--- config.mk ---
export PLATFORM = sky130hd
export DESIGN_NAME = gnss_time_to_its_timestamp_top
export DESIGN_NICKNAME = d
export VERILOG_FILES = /design/src/rtl/gtits_pkg.sv /design/src/rtl/gtits_leap_corr.sv /design/src/rtl/gnss_time_to_its_timestamp_top.sv
export SDC_FILE = /design/constraint.sdc
export NUM_CORES = 2
export LEC_CHECK = 0
export BUFFER_PORTS_ARGS = -buffer_cell sky130_fd_sc_hd__clkbuf_2
export CORE_ASPECT_RATIO = 1.5
export CORE_MARGIN = 2
export CORE_UTILIZATION = 70
export DETAILED_ROUTE_END_ITERATION = 6
export PLACE_DENSITY = 0.9
export SLEW_MARGIN = 0
export SYNTH_ARGS = -nofsm -noshare
export SYNTH_HDL_FRONTEND = slang
export SYNTH_SLANG_ARGS = --single-unit
--- constraint.sdc ---
create_clock -name clk -period 9.6 [get_ports clk]
set_input_delay 1.92 -clock clk [delete_from_list [all_inputs] [get_ports clk]]
set_output_delay 1.92 -clock clk [all_outputs]
set_load 0.02 [all_outputs]
--- src/rtl/gtits_pkg.sv ---
// ----------------------------------------------------------------------------
// gtits_pkg
// Shared types and constants for the fix-time to timestamp converter: scale
// factors, month start days, leap thresholds and cumulative corrections.
// ----------------------------------------------------------------------------
package gtits_pkg;

	typedef logic signed [43:0] ms_t;
	typedef logic [29:0]        corr_t;

	localparam int LEAP_STEPS = 17;

	localparam logic signed [27:0] MS_PER_DAY  = 28'sd86400000;
	localparam logic        [21:0] MS_PER_HOUR = 22'd3600000;
	localparam logic        [15:0] MS_PER_MIN  = 16'd60000;
	localparam logic        [9:0]  MS_PER_SEC  = 10'd1000;
	localparam logic        [3:0]  MS_PER_CS   = 4'd10;

	localparam ms_t BAD_MONTH_MS = -44'sd4398046511103;

	localparam logic [8:0] MONTH_START [12] = '{
		9'd0, 9'd31, 9'd59, 9'd90, 9'd120, 9'd151,
		9'd181, 9'd212, 9'd243, 9'd273, 9'd304, 9'd334
	};

	// Thresholds as seen by the uncorrected total: each one is the original
	// limit minus the corrections of all steps below it. Strictly increasing.
	localparam ms_t LEAP_ADJ [LEAP_STEPS] = '{
		44'sd5097600000,    44'sd63072000000,   44'sd131241600000,
		44'sd157680000000,  44'sd257385600000,  44'sd267926400000,
		44'sd362534400000,  44'sd383529600000,  44'sd409968000000,
		44'sd509673600000,  44'sd635817600000,  44'sd761961600000,
		44'sd888105600000,  44'sd1014249600000, 44'sd1140393600000,
		44'sd1266537600000, 44'sd1392681600000
	};

	// Total correction once the lowest n thresholds have been passed.
	localparam corr_t LEAP_CUM [LEAP_STEPS + 1] = '{
		30'd0,         30'd86400000,  30'd86401000,  30'd172801000,
		30'd172802000, 30'd259202000, 30'd259203000, 30'd259204000,
		30'd345604000, 30'd345605000, 30'd432005000, 30'd518405000,
		30'd604805000, 30'd691205000, 30'd777605000, 30'd864005000,
		30'd950405000, 30'd1036805000
	};

endpackage

--- src/rtl/gtits_leap_corr.sv ---
// ----------------------------------------------------------------------------
// gtits_leap_corr
// Leap day and leap second correction: compares the base total against all
// thresholds in parallel and picks the cumulative correction.
// ----------------------------------------------------------------------------
module gtits_leap_corr (
	input  gtits_pkg::ms_t   base_ms,
	output gtits_pkg::corr_t corr
);

	logic [gtits_pkg::LEAP_STEPS:0] pass;

	always_comb begin
		pass = '0;
		for (int k = 0; k < gtits_pkg::LEAP_STEPS; k++) begin
			pass[k] = (base_ms >= gtits_pkg::LEAP_ADJ[k]);
		end
	end

	// Thresholds increase, so pass is a thermometer code; its top edge picks
	// the correction.
	always_comb begin
		corr = '0;
		for (int k = 0; k < gtits_pkg::LEAP_STEPS; k++) begin
			if (pass[k] && !pass[k + 1]) begin
				corr = corr | gtits_pkg::LEAP_CUM[k + 1];
			end
		end
	end

endmodule

--- src/rtl/gnss_time_to_its_timestamp_top.sv ---
// ----------------------------------------------------------------------------
// gnss_time_to_its_timestamp_top
// Converts the two-digit date and UTC time of a GNSS fix into milliseconds
// since the start of 2004, with leap day and leap second correction.
// ----------------------------------------------------------------------------
// Usage:
//   Input channel item_valid / item_stall carries one fix per item: the
//   fix_valid flag and the year, month, day, hour, minute, second and
//   centisecond values. Output channel result_valid / result_stall carries
//   timestamp_ms, one result per input item, in order.
//   Throughput: one item per cycle while result_stall is low. The work runs
//   through five register stages (input, month lookup and constant
//   products, day scaling and partial sums, threshold compare and time sum,
//   output with the leap correction added).
//   A month outside 1 to 12 gives the bad-month sentinel plus the day and
//   time terms; fix_valid low gives zero.
//   Reset (arst_n low) empties all stages; no result is pending afterward.
//   While result_stall is high the output holds; empty stages still take
//   new items, and item_stall rises only once every stage is full.
// ----------------------------------------------------------------------------
module gnss_time_to_its_timestamp_top (
	input  logic                 clk,
	input  logic                 arst_n,
	input  logic                 item_valid,
	output logic                 item_stall,
	input  logic                 fix_valid,
	input  logic [6:0]           year_two_digit,
	input  logic [6:0]           month,
	input  logic [6:0]           day,
	input  logic [6:0]           hour,
	input  logic [6:0]           minute,
	input  logic [6:0]           second,
	input  logic [6:0]           centisecond,
	output logic                 result_valid,
	input  logic                 result_stall,
	output logic signed [43:0]   timestamp_ms
);

	logic v_s1, v_s2, v_s3, v_s4, v_q;
	logic rdy_s1, rdy_s2, rdy_s3, rdy_s4, rdy_q;

	assign rdy_q  = !v_q  || !result_stall;
	assign rdy_s4 = !v_s4 || rdy_q;
	assign rdy_s3 = !v_s3 || rdy_s4;
	assign rdy_s2 = !v_s2 || rdy_s3;
	assign rdy_s1 = !v_s1 || rdy_s2;

	assign item_stall   = !rdy_s1;
	assign result_valid = v_q;

	always_ff @(posedge clk or negedge arst_n) begin
		if (!arst_n) begin
			v_s1 <= 1'b0;
			v_s2 <= 1'b0;
			v_s3 <= 1'b0;
			v_s4 <= 1'b0;
			v_q  <= 1'b0;
		end else begin
			if (rdy_s1) v_s1 <= item_valid;
			if (rdy_s2) v_s2 <= v_s1;
			if (rdy_s3) v_s3 <= v_s2;
			if (rdy_s4) v_s4 <= v_s3;
			if (rdy_q)  v_q  <= v_s4;
		end
	end

	// Stage 1: input register
	logic       fix_s1;
	logic [6:0] yr_s1, mon_s1, day_s1, hr_s1, mn_s1, sc_s1, cs_s1;

	always_ff @(posedge clk) begin
		if (rdy_s1) begin
			fix_s1 <= fix_valid;
			yr_s1  <= year_two_digit;
			mon_s1 <= month;
			day_s1 <= day;
			hr_s1  <= hour;
			mn_s1  <= minute;
			sc_s1  <= second;
			cs_s1  <= centisecond;
		end
	end

	// Stage 2: day count, month check, constant products of the time fields
	logic               bad_d;
	logic [8:0]         msd_d;
	logic signed [16:0] yr_off_d, days_d;
	logic signed [7:0]  dm1_d;
	logic signed [35:0] p_day_d;
	logic [28:0]        p_hr_d;
	logic [22:0]        p_mn_d;
	logic [16:0]        p_sc_d;
	logic [10:0]        p_cs_d;

	always_comb begin
		bad_d    = !(mon_s1 inside {[7'd1:7'd12]});
		msd_d    = bad_d ? 9'd0 : gtits_pkg::MONTH_START[4'(mon_s1 - 7'd1)];
		yr_off_d = $signed({10'd0, yr_s1}) - 17'sd4;
		days_d   = 17'(yr_off_d * 17'sd365) + $signed({8'd0, msd_d});
		dm1_d    = $signed({1'b0, day_s1}) - 8'sd1;
		p_day_d  = dm1_d * gtits_pkg::MS_PER_DAY;
		p_hr_d   = hr_s1 * gtits_pkg::MS_PER_HOUR;
		p_mn_d   = mn_s1 * gtits_pkg::MS_PER_MIN;
		p_sc_d   = sc_s1 * gtits_pkg::MS_PER_SEC;
		p_cs_d   = cs_s1 * gtits_pkg::MS_PER_CS;
	end

	logic               fix_s2, bad_s2;
	logic signed [16:0] days_s2;
	logic signed [35:0] p_day_s2;
	logic [28:0]        p_hr_s2;
	logic [22:0]        p_mn_s2;
	logic [16:0]        p_sc_s2;
	logic [10:0]        p_cs_s2;

	always_ff @(posedge clk) begin
		if (rdy_s2) begin
			fix_s2   <= fix_s1;
			bad_s2   <= bad_d;
			days_s2  <= days_d;
			p_day_s2 <= p_day_d;
			p_hr_s2  <= p_hr_d;
			p_mn_s2  <= p_mn_d;
			p_sc_s2  <= p_sc_d;
			p_cs_s2  <= p_cs_d;
		end
	end

	// Stage 3: day count to ms (or sentinel), partial sums of the time terms
	logic signed [44:0] base_prod;
	gtits_pkg::ms_t     base_d;
	logic signed [36:0] tail_a_d;
	logic [23:0]        tail_b_d;

	always_comb begin
		base_prod = days_s2 * gtits_pkg::MS_PER_DAY;
		base_d    = bad_s2 ? gtits_pkg::BAD_MONTH_MS : base_prod[43:0];
		tail_a_d  = 37'(p_day_s2) + $signed({8'd0, p_hr_s2});
		tail_b_d  = 24'(p_mn_s2) + 24'(p_sc_s2) + 24'(p_cs_s2);
	end

	logic               fix_s3;
	gtits_pkg::ms_t     base_s3;
	logic signed [36:0] tail_a_s3;
	logic [23:0]        tail_b_s3;

	always_ff @(posedge clk) begin
		if (rdy_s3) begin
			fix_s3    <= fix_s2;
			base_s3   <= base_d;
			tail_a_s3 <= tail_a_d;
			tail_b_s3 <= tail_b_d;
		end
	end

	// Stage 4: leap correction from the base total, base plus time terms
	gtits_pkg::corr_t leap_corr;
	gtits_pkg::ms_t   sum_d;

	gtits_leap_corr u_leap (
		.base_ms (base_s3),
		.corr    (leap_corr)
	);

	assign sum_d = base_s3 + 44'(tail_a_s3) + $signed({20'd0, tail_b_s3});

	logic             fix_s4;
	gtits_pkg::ms_t   sum_s4;
	gtits_pkg::corr_t corr_s4;

	always_ff @(posedge clk) begin
		if (rdy_s4) begin
			fix_s4  <= fix_s3;
			sum_s4  <= sum_d;
			corr_s4 <= leap_corr;
		end
	end

	// Stage 5: output register
	always_ff @(posedge clk) begin
		if (rdy_q) begin
			timestamp_ms <= fix_s4 ? sum_s4 + $signed({14'd0, corr_s4}) : '0;
		end
	end

	// Assertions
	a_no_fix_zero: assert property (@(posedge clk) disable iff (!arst_n)
		(v_s4 && rdy_q && !fix_s4) |=> (timestamp_ms == '0))
		else $error("result of an item without fix is not zero");

	a_neg_no_corr: assert property (@(posedge clk) disable iff (!arst_n)
		(v_s3 && base_s3 < 0) |-> (leap_corr == '0))
		else $error("leap correction applied to a negative total");

	a_stall_full: assert property (@(posedge clk) disable iff (!arst_n)
		item_stall |-> (v_s1 && v_s2 && v_s3 && v_s4 && v_q && result_stall))
		else $error("input stalled while the pipeline has room");

	a_hold_stalled: assert property (@(posedge clk) disable iff (!arst_n)
		(v_q && result_stall) |=> (v_q && $stable(timestamp_ms)))
		else $error("stalled result changed");

endmodule
Word-level counts from Yosys, hierarchy flattened --
Memory sizes are Yosys's and may differ from the RTL's. Cells that the tools add are included.
Word-level totals: output and inout port bits 46, bits in writable memories 0, memory bits (read-only) 144, bits in latches 0, input port bits 54, flip-flop bits (word level) 389, memories kept 1, logic and storage cells 146
Memory list:
- (name not given) | words 16, width 9, read ports 1, clocked after Yosys merged registers in 0, write ports 0, line gnss_time_to_its_timestamp_top.sv:97 | msd_d = bad_d ? 9'd0 : gtits_pkg::MONTH_START[4'(mon_s1 - 7'd1)];
Cells by class: order comparisons 20, shift-type cells 0, $add $sub $neg 10, $mul 7, multiplexer cells 20, reductions and logical operators 51, equality and inequality tests 0, divide/modulo/power cells 0, bitwise operators 1
Operators with widths (count):
- $mux 28 | 7
- $ge 44x40->1 const B | 4
- $ge 44x41->1 const B | 4
- $ge 44x39->1 const B | 3
- $ge 44x42->1 const B | 3
- $mux 29 | 4
- $mux 27 | 3
- $add 44x25->44 | 1
- $add 44x30->44 | 1
- $add 44x37->44 | 1
- $ge 44x34->1 const B | 1
- $ge 44x37->1 const B | 1
- $ge 44x38->1 const B | 1
- $add 36x30->37 | 1
- $mul 17x18->34 const B | 1
- $mux 9 | 3
- $mul 8x18->26 const B | 1
- $mux 26 | 1
- $add 23x17->24 | 1
- $add 24x11->24 | 1
- $logic_not 1->1 | 24
- $mul 7x15->22 const B | 1
- $mux 22 | 1
- $mul 7x11->18 const B | 1
- other kinds (19) | 39

Logic depth before layout (Yosys ltp) --
depth in word-level cells 19, mapped depth 26, mapped depth without buffers 26

Hierarchy --
From an unflattened synthesis, not the netlist that was laid out.
Second synthesis, totals: cell total of the unflattened synthesis 3279, area, all modules 34949.8 µm²
Modules (own cells, without submodules):
- gnss_time_to_its_timestamp_top | area an instance 32457.4 µm², seq. area each 11145.7 µm², instances 1, cells each 2879
- gtits_leap_corr | area an instance 2492.4 µm², seq. area each 0.0 µm², instances 1, cells each 400

Least setup slack after synthesis --
Ideal clock, no wire load.
kind input to output, start point input result_stall, end point output item_stall, path buffers 0, cell stages on the path 3, data required time 7.680 ns, arrival time 4.235 ns, slack 3.445 ns, cell sequence and3_1 -> nand4_1 -> inv_1
Between the ends: cells in the longest elaborated chain, start to end 7
RTL lines:
- start, declared | line gnss_time_to_its_timestamp_top.sv:35 | input logic result_stall,
- $logic_not 1->1 | line gnss_time_to_its_timestamp_top.sv:42 | assign rdy_q = !v_q || !result_stall;
- $logic_or 1x1->1 | line gnss_time_to_its_timestamp_top.sv:42
- $logic_or 1x1->1 | line gnss_time_to_its_timestamp_top.sv:43 | assign rdy_s4 = !v_s4 || rdy_q;
- $logic_or 1x1->1 | line gnss_time_to_its_timestamp_top.sv:44 | assign rdy_s3 = !v_s3 || rdy_s4;
- $logic_or 1x1->1 | line gnss_time_to_its_timestamp_top.sv:45 | assign rdy_s2 = !v_s2 || rdy_s3;
- $logic_or 1x1->1 | line gnss_time_to_its_timestamp_top.sv:46 | assign rdy_s1 = !v_s1 || rdy_s2;
- $logic_not 1->1 | line gnss_time_to_its_timestamp_top.sv:48 | assign item_stall = !rdy_s1;
- end, declared | line gnss_time_to_its_timestamp_top.sv:25 | output logic item_stall,
No other way between the ends.

Worst setup path after layout --
start point register day_s1[0], end point register p_day_s2[35], data pin
Between the ends: cells in the longest elaborated chain, start to end 2
RTL lines:
- start, declared | line gnss_time_to_its_timestamp_top.sv:69 | logic [6:0] yr_s1, mon_s1, day_s1, hr_s1, mn_s1, sc_s1, cs_s1;
- start signal, assigned | line gnss_time_to_its_timestamp_top.sv:76 | day_s1 <= day;
- $sub 7x1->8 | line gnss_time_to_its_timestamp_top.sv:100 | dm1_d = $signed({1'b0, day_s1}) - 8'sd1;
- net dm1_d[0] | line gnss_time_to_its_timestamp_top.sv:88 | logic signed [7:0] dm1_d;
- $mul 8x18->26 | line gnss_time_to_its_timestamp_top.sv:101 | p_day_d = dm1_d * gtits_pkg::MS_PER_DAY;
- net p_day_d[35] | line gnss_time_to_its_timestamp_top.sv:89 | logic signed [35:0] p_day_d;
- end signal, assigned | line gnss_time_to_its_timestamp_top.sv:121 | p_day_s2 <= p_day_d;
- end, declared | line gnss_time_to_its_timestamp_top.sv:110 | logic signed [35:0] p_day_s2;
The timed path passes the listed nets, and every way through them passes these cells. A chain may end at the register's enable or synchronous reset.

==> reports/results.txt <==
Required time of the critical path - 9900 ps
DP Wirelength - 64.65 mm
Core Footprint - 0.04782 mm²
Sequential share of the synthesized area - 0.3233
Setup Skew - 25.04 ps
Biggest cell delay along the critical path - 580 ps
CTS sink cnt - 366
Crit Path Max Fanout - 6
Die Span Y - 273.6 µm
Initial drt markers - 1587
Critical Path AT - 6900 ps
Top delay family on crit path - compound AO/OA/AOI/OAI gates
Die Wd - 183.7 µm
DR vias - 24790
Num CTS Buffers - 37
Post-synth EDFFs - 361
Status - finished, final reports clean
Ant. Diodes - 0
Cell taking the most area after synthesis - edfxtp_1
Storage cell area - 0.01097 mm²
TritonCTS clock tree - done
First-pass DRT Iterations - 6
Ys Warns - 0
Largest net degree at the start of global routing - 86
Nets - 4143
Final hold vios - 0
Unrepaired setup endpoints after global routing - no
Layout cell share with drive strength beyond 1 - 0.05946
Vias in the first global route - 26100
CTS max path bufs - 3
Crit path cell chain - inv_1 -> ha_1 -> inv_1 -> nor3_1 -> xor2_1 -> inv_1 -> fa_1 -> inv_1 -> ha_1 -> ha_1 -> inv_1 -> fa_1 -> inv_1 -> ha_1 -> a21oi_1 -> o21ai_0 -> a21oi_1 -> a211oi_1 -> o21ai_0 -> a21boi_0 -> o21ai_0 -> a211oi_1 -> a2111oi_0
Relative slew slack - 0.2769
CP Capture Type - register
Final WL - 81.07 mm
Multi-input gate area - 0.02092 mm²
Final worst path period need - 6601 ps
Most used cell, CP - inv_1
Crit path max-delay cell type - fa_1
GRT Total Usage - 0.3310
Yosys top cell area share - 0.3196
Max-slew violations - 0
Fin crit share - 0.6876
FF+latch count, synth - 366
Syn nets - 4048
Netlist cell types - 80
FFs w/ async S/R, synth - 0.01366
Type of the worst min-delay path - reg -> reg
Setup TNS Final - 0 ps
DR vias/cell - 6.309
Remaining DRCs - 0
Fillers - 3029
Area Growth Syn to Fin - 7.212%
Post_cts resized - 0
Synthesized instance count - 3206
Actual slew at the worst max-slew pin - 1085 ps
Startpoint types - register
Buf+Inv Stages, Crit Path - 6
Most frequent cell after synthesis - ha_1
Grt ovf - 0
First-pass GRT wire length - 130.8 mm
Post-CTS Setup Bufs - 0
Synth Area per Inst - 10.58 µm²
Post-CTS Hold Fix Bufs - 0
Antenna viol nets, final - 0
Final setup viols - 0
CTS clk-pin slew, worst paths - 60 ps
CTS H-tree depth - 2
Max Fclk - 151.5 MHz
Post-synthesis cell area - 0.03392 mm²
Initial antenna violation count - 0
Placer congestion estimate - 0.9837
Max_cap viols - 0
Synth top cells by count - 557 x ha_1, 495 x inv_1, 361 x edfxtp_1, 231 x fa_1, 181 x nor2_1
Critical path type - reg -> reg
Port Buffers - 99
Worst-Skew Late Latency - 580 ps
Avg WL per Cell - 20.63 µm
Top-level port count - 100
Ranking of synthesized cells by area - edfxtp_1 32%, ha_1 21%, fa_1 14%
Initial core utilization - 0.7092
Ys flop type - edfxtp_1
Die footprint - 0.05026 mm²
CTS root buffer - clkbuf_16
Std cell rows - 98
-- state kept, by name (all words and copies together) (netlist names), 7 cells and up --
name,count
base_s3,35
corr_s4,24
cs_s1,7
day_s1,7
days_s2,17
hr_s1,7
mn_s1,7
mon_s1,7
p_cs_s2,10
p_day_s2,26
p_hr_s2,22
p_mn_s2,18
p_sc_s2,14
sc_s1,7
sum_s4,44
tail_a_s3,30
tail_b_s3,23
timestamp_ms,44
yr_s1,7
-- per-layer routing --
metal  wire length (µm)  up-vias  GRT usage
met1              28270    12000     0.3422
met4               5147        0     0.1874
met2              44170      970     0.6374
li1                   -    11510          -
met5                  0        -          0
met3               3483      315    0.03965
-- final cells by class --
class | instances | area share
Clock buffer | 45 | 0.02739
Clock inverter | 23 | 0.008603
Inverter | 495 | 0.05110
Multi-Input combinational cell | 2293 | 0.5752
Sequential cell | 366 | 0.3016
Tap cell | 600 | 0.02065
Timing Repair Buffer | 108 | 0.01548
-- cells in the final DEF (no fill, tap or decap), types with 28 or more instances in the layout --
cell type	synthesis	final
a211oi_1	28	28
a21o_1	60	60
a21oi_1	152	152
and3_1	32	32
clkbuf_16	0	37
clkbuf_2	0	99
edfxtp_1	361	361
fa_1	231	231
ha_1	557	557
inv_1	495	494
nand2_1	133	131
nand2b_1	38	38
nand3_1	59	58
nor2_1	181	181
nor2b_1	39	39
nor3_1	67	67
o21a_1	34	34
o21ai_0	125	125
o21bai_1	29	29
xnor2_1	129	129
xor2_1	52	52
-- path summary, 6_finish.rpt --
path / start / to / slack [ps] / depth (start not counted)
setup / recovery: day_s1[0] / p_day_s2[35] / 3000 / 23
hold / removal: p_hr_s2[9] / tail_a_s3[9] / 410 / 0
setup reg to reg: day_s1[0] / p_day_s2[35] / 3000 / 23
hold reg to reg: p_hr_s2[9] / tail_a_s3[9] / 410 / 0
max in group asynchronous: arst_n / result_valid / 8310 / 1
min in group asynchronous: arst_n / v_s2 / 1140 / 1
-- cell families (layout without fill, tap and decap cells) --
kind of cell | after synthesis | count (layout) | share of synthesized area
xor+xnor | 181 | 181 | 0.04674
simple gates | 693 | 693 | 0.1033
flops | 366 | 366 | 0.3233
buf+inv | 547 | 671 | 0.06065
fa+ha+maj | 788 | 788 | 0.3418
mux | 8 | 8 | 0.002361
compound gates | 623 | 623 | 0.1218
-- through the flow --
stage          utilization  worst slack, ps  cells  hold WS [ps]  instance area (µm²)
6_report            0.7604             2999   3930         414.5                36360
5_1_grt             0.7604             2628   3930         432.0                36360
4_1_cts             0.7604             3199   3930         417.1                36360
3_5_place_dp        0.7330             3223   3862         404.5                35050
3_3_place_gp        0.7330             3485   3862         402.2                35050
2_1_floorplan            -             3445   3206         400.3                33920
Power is not shown: default switching activity piles up to over one toggle a cycle in this logic, so the estimate is an artifact.
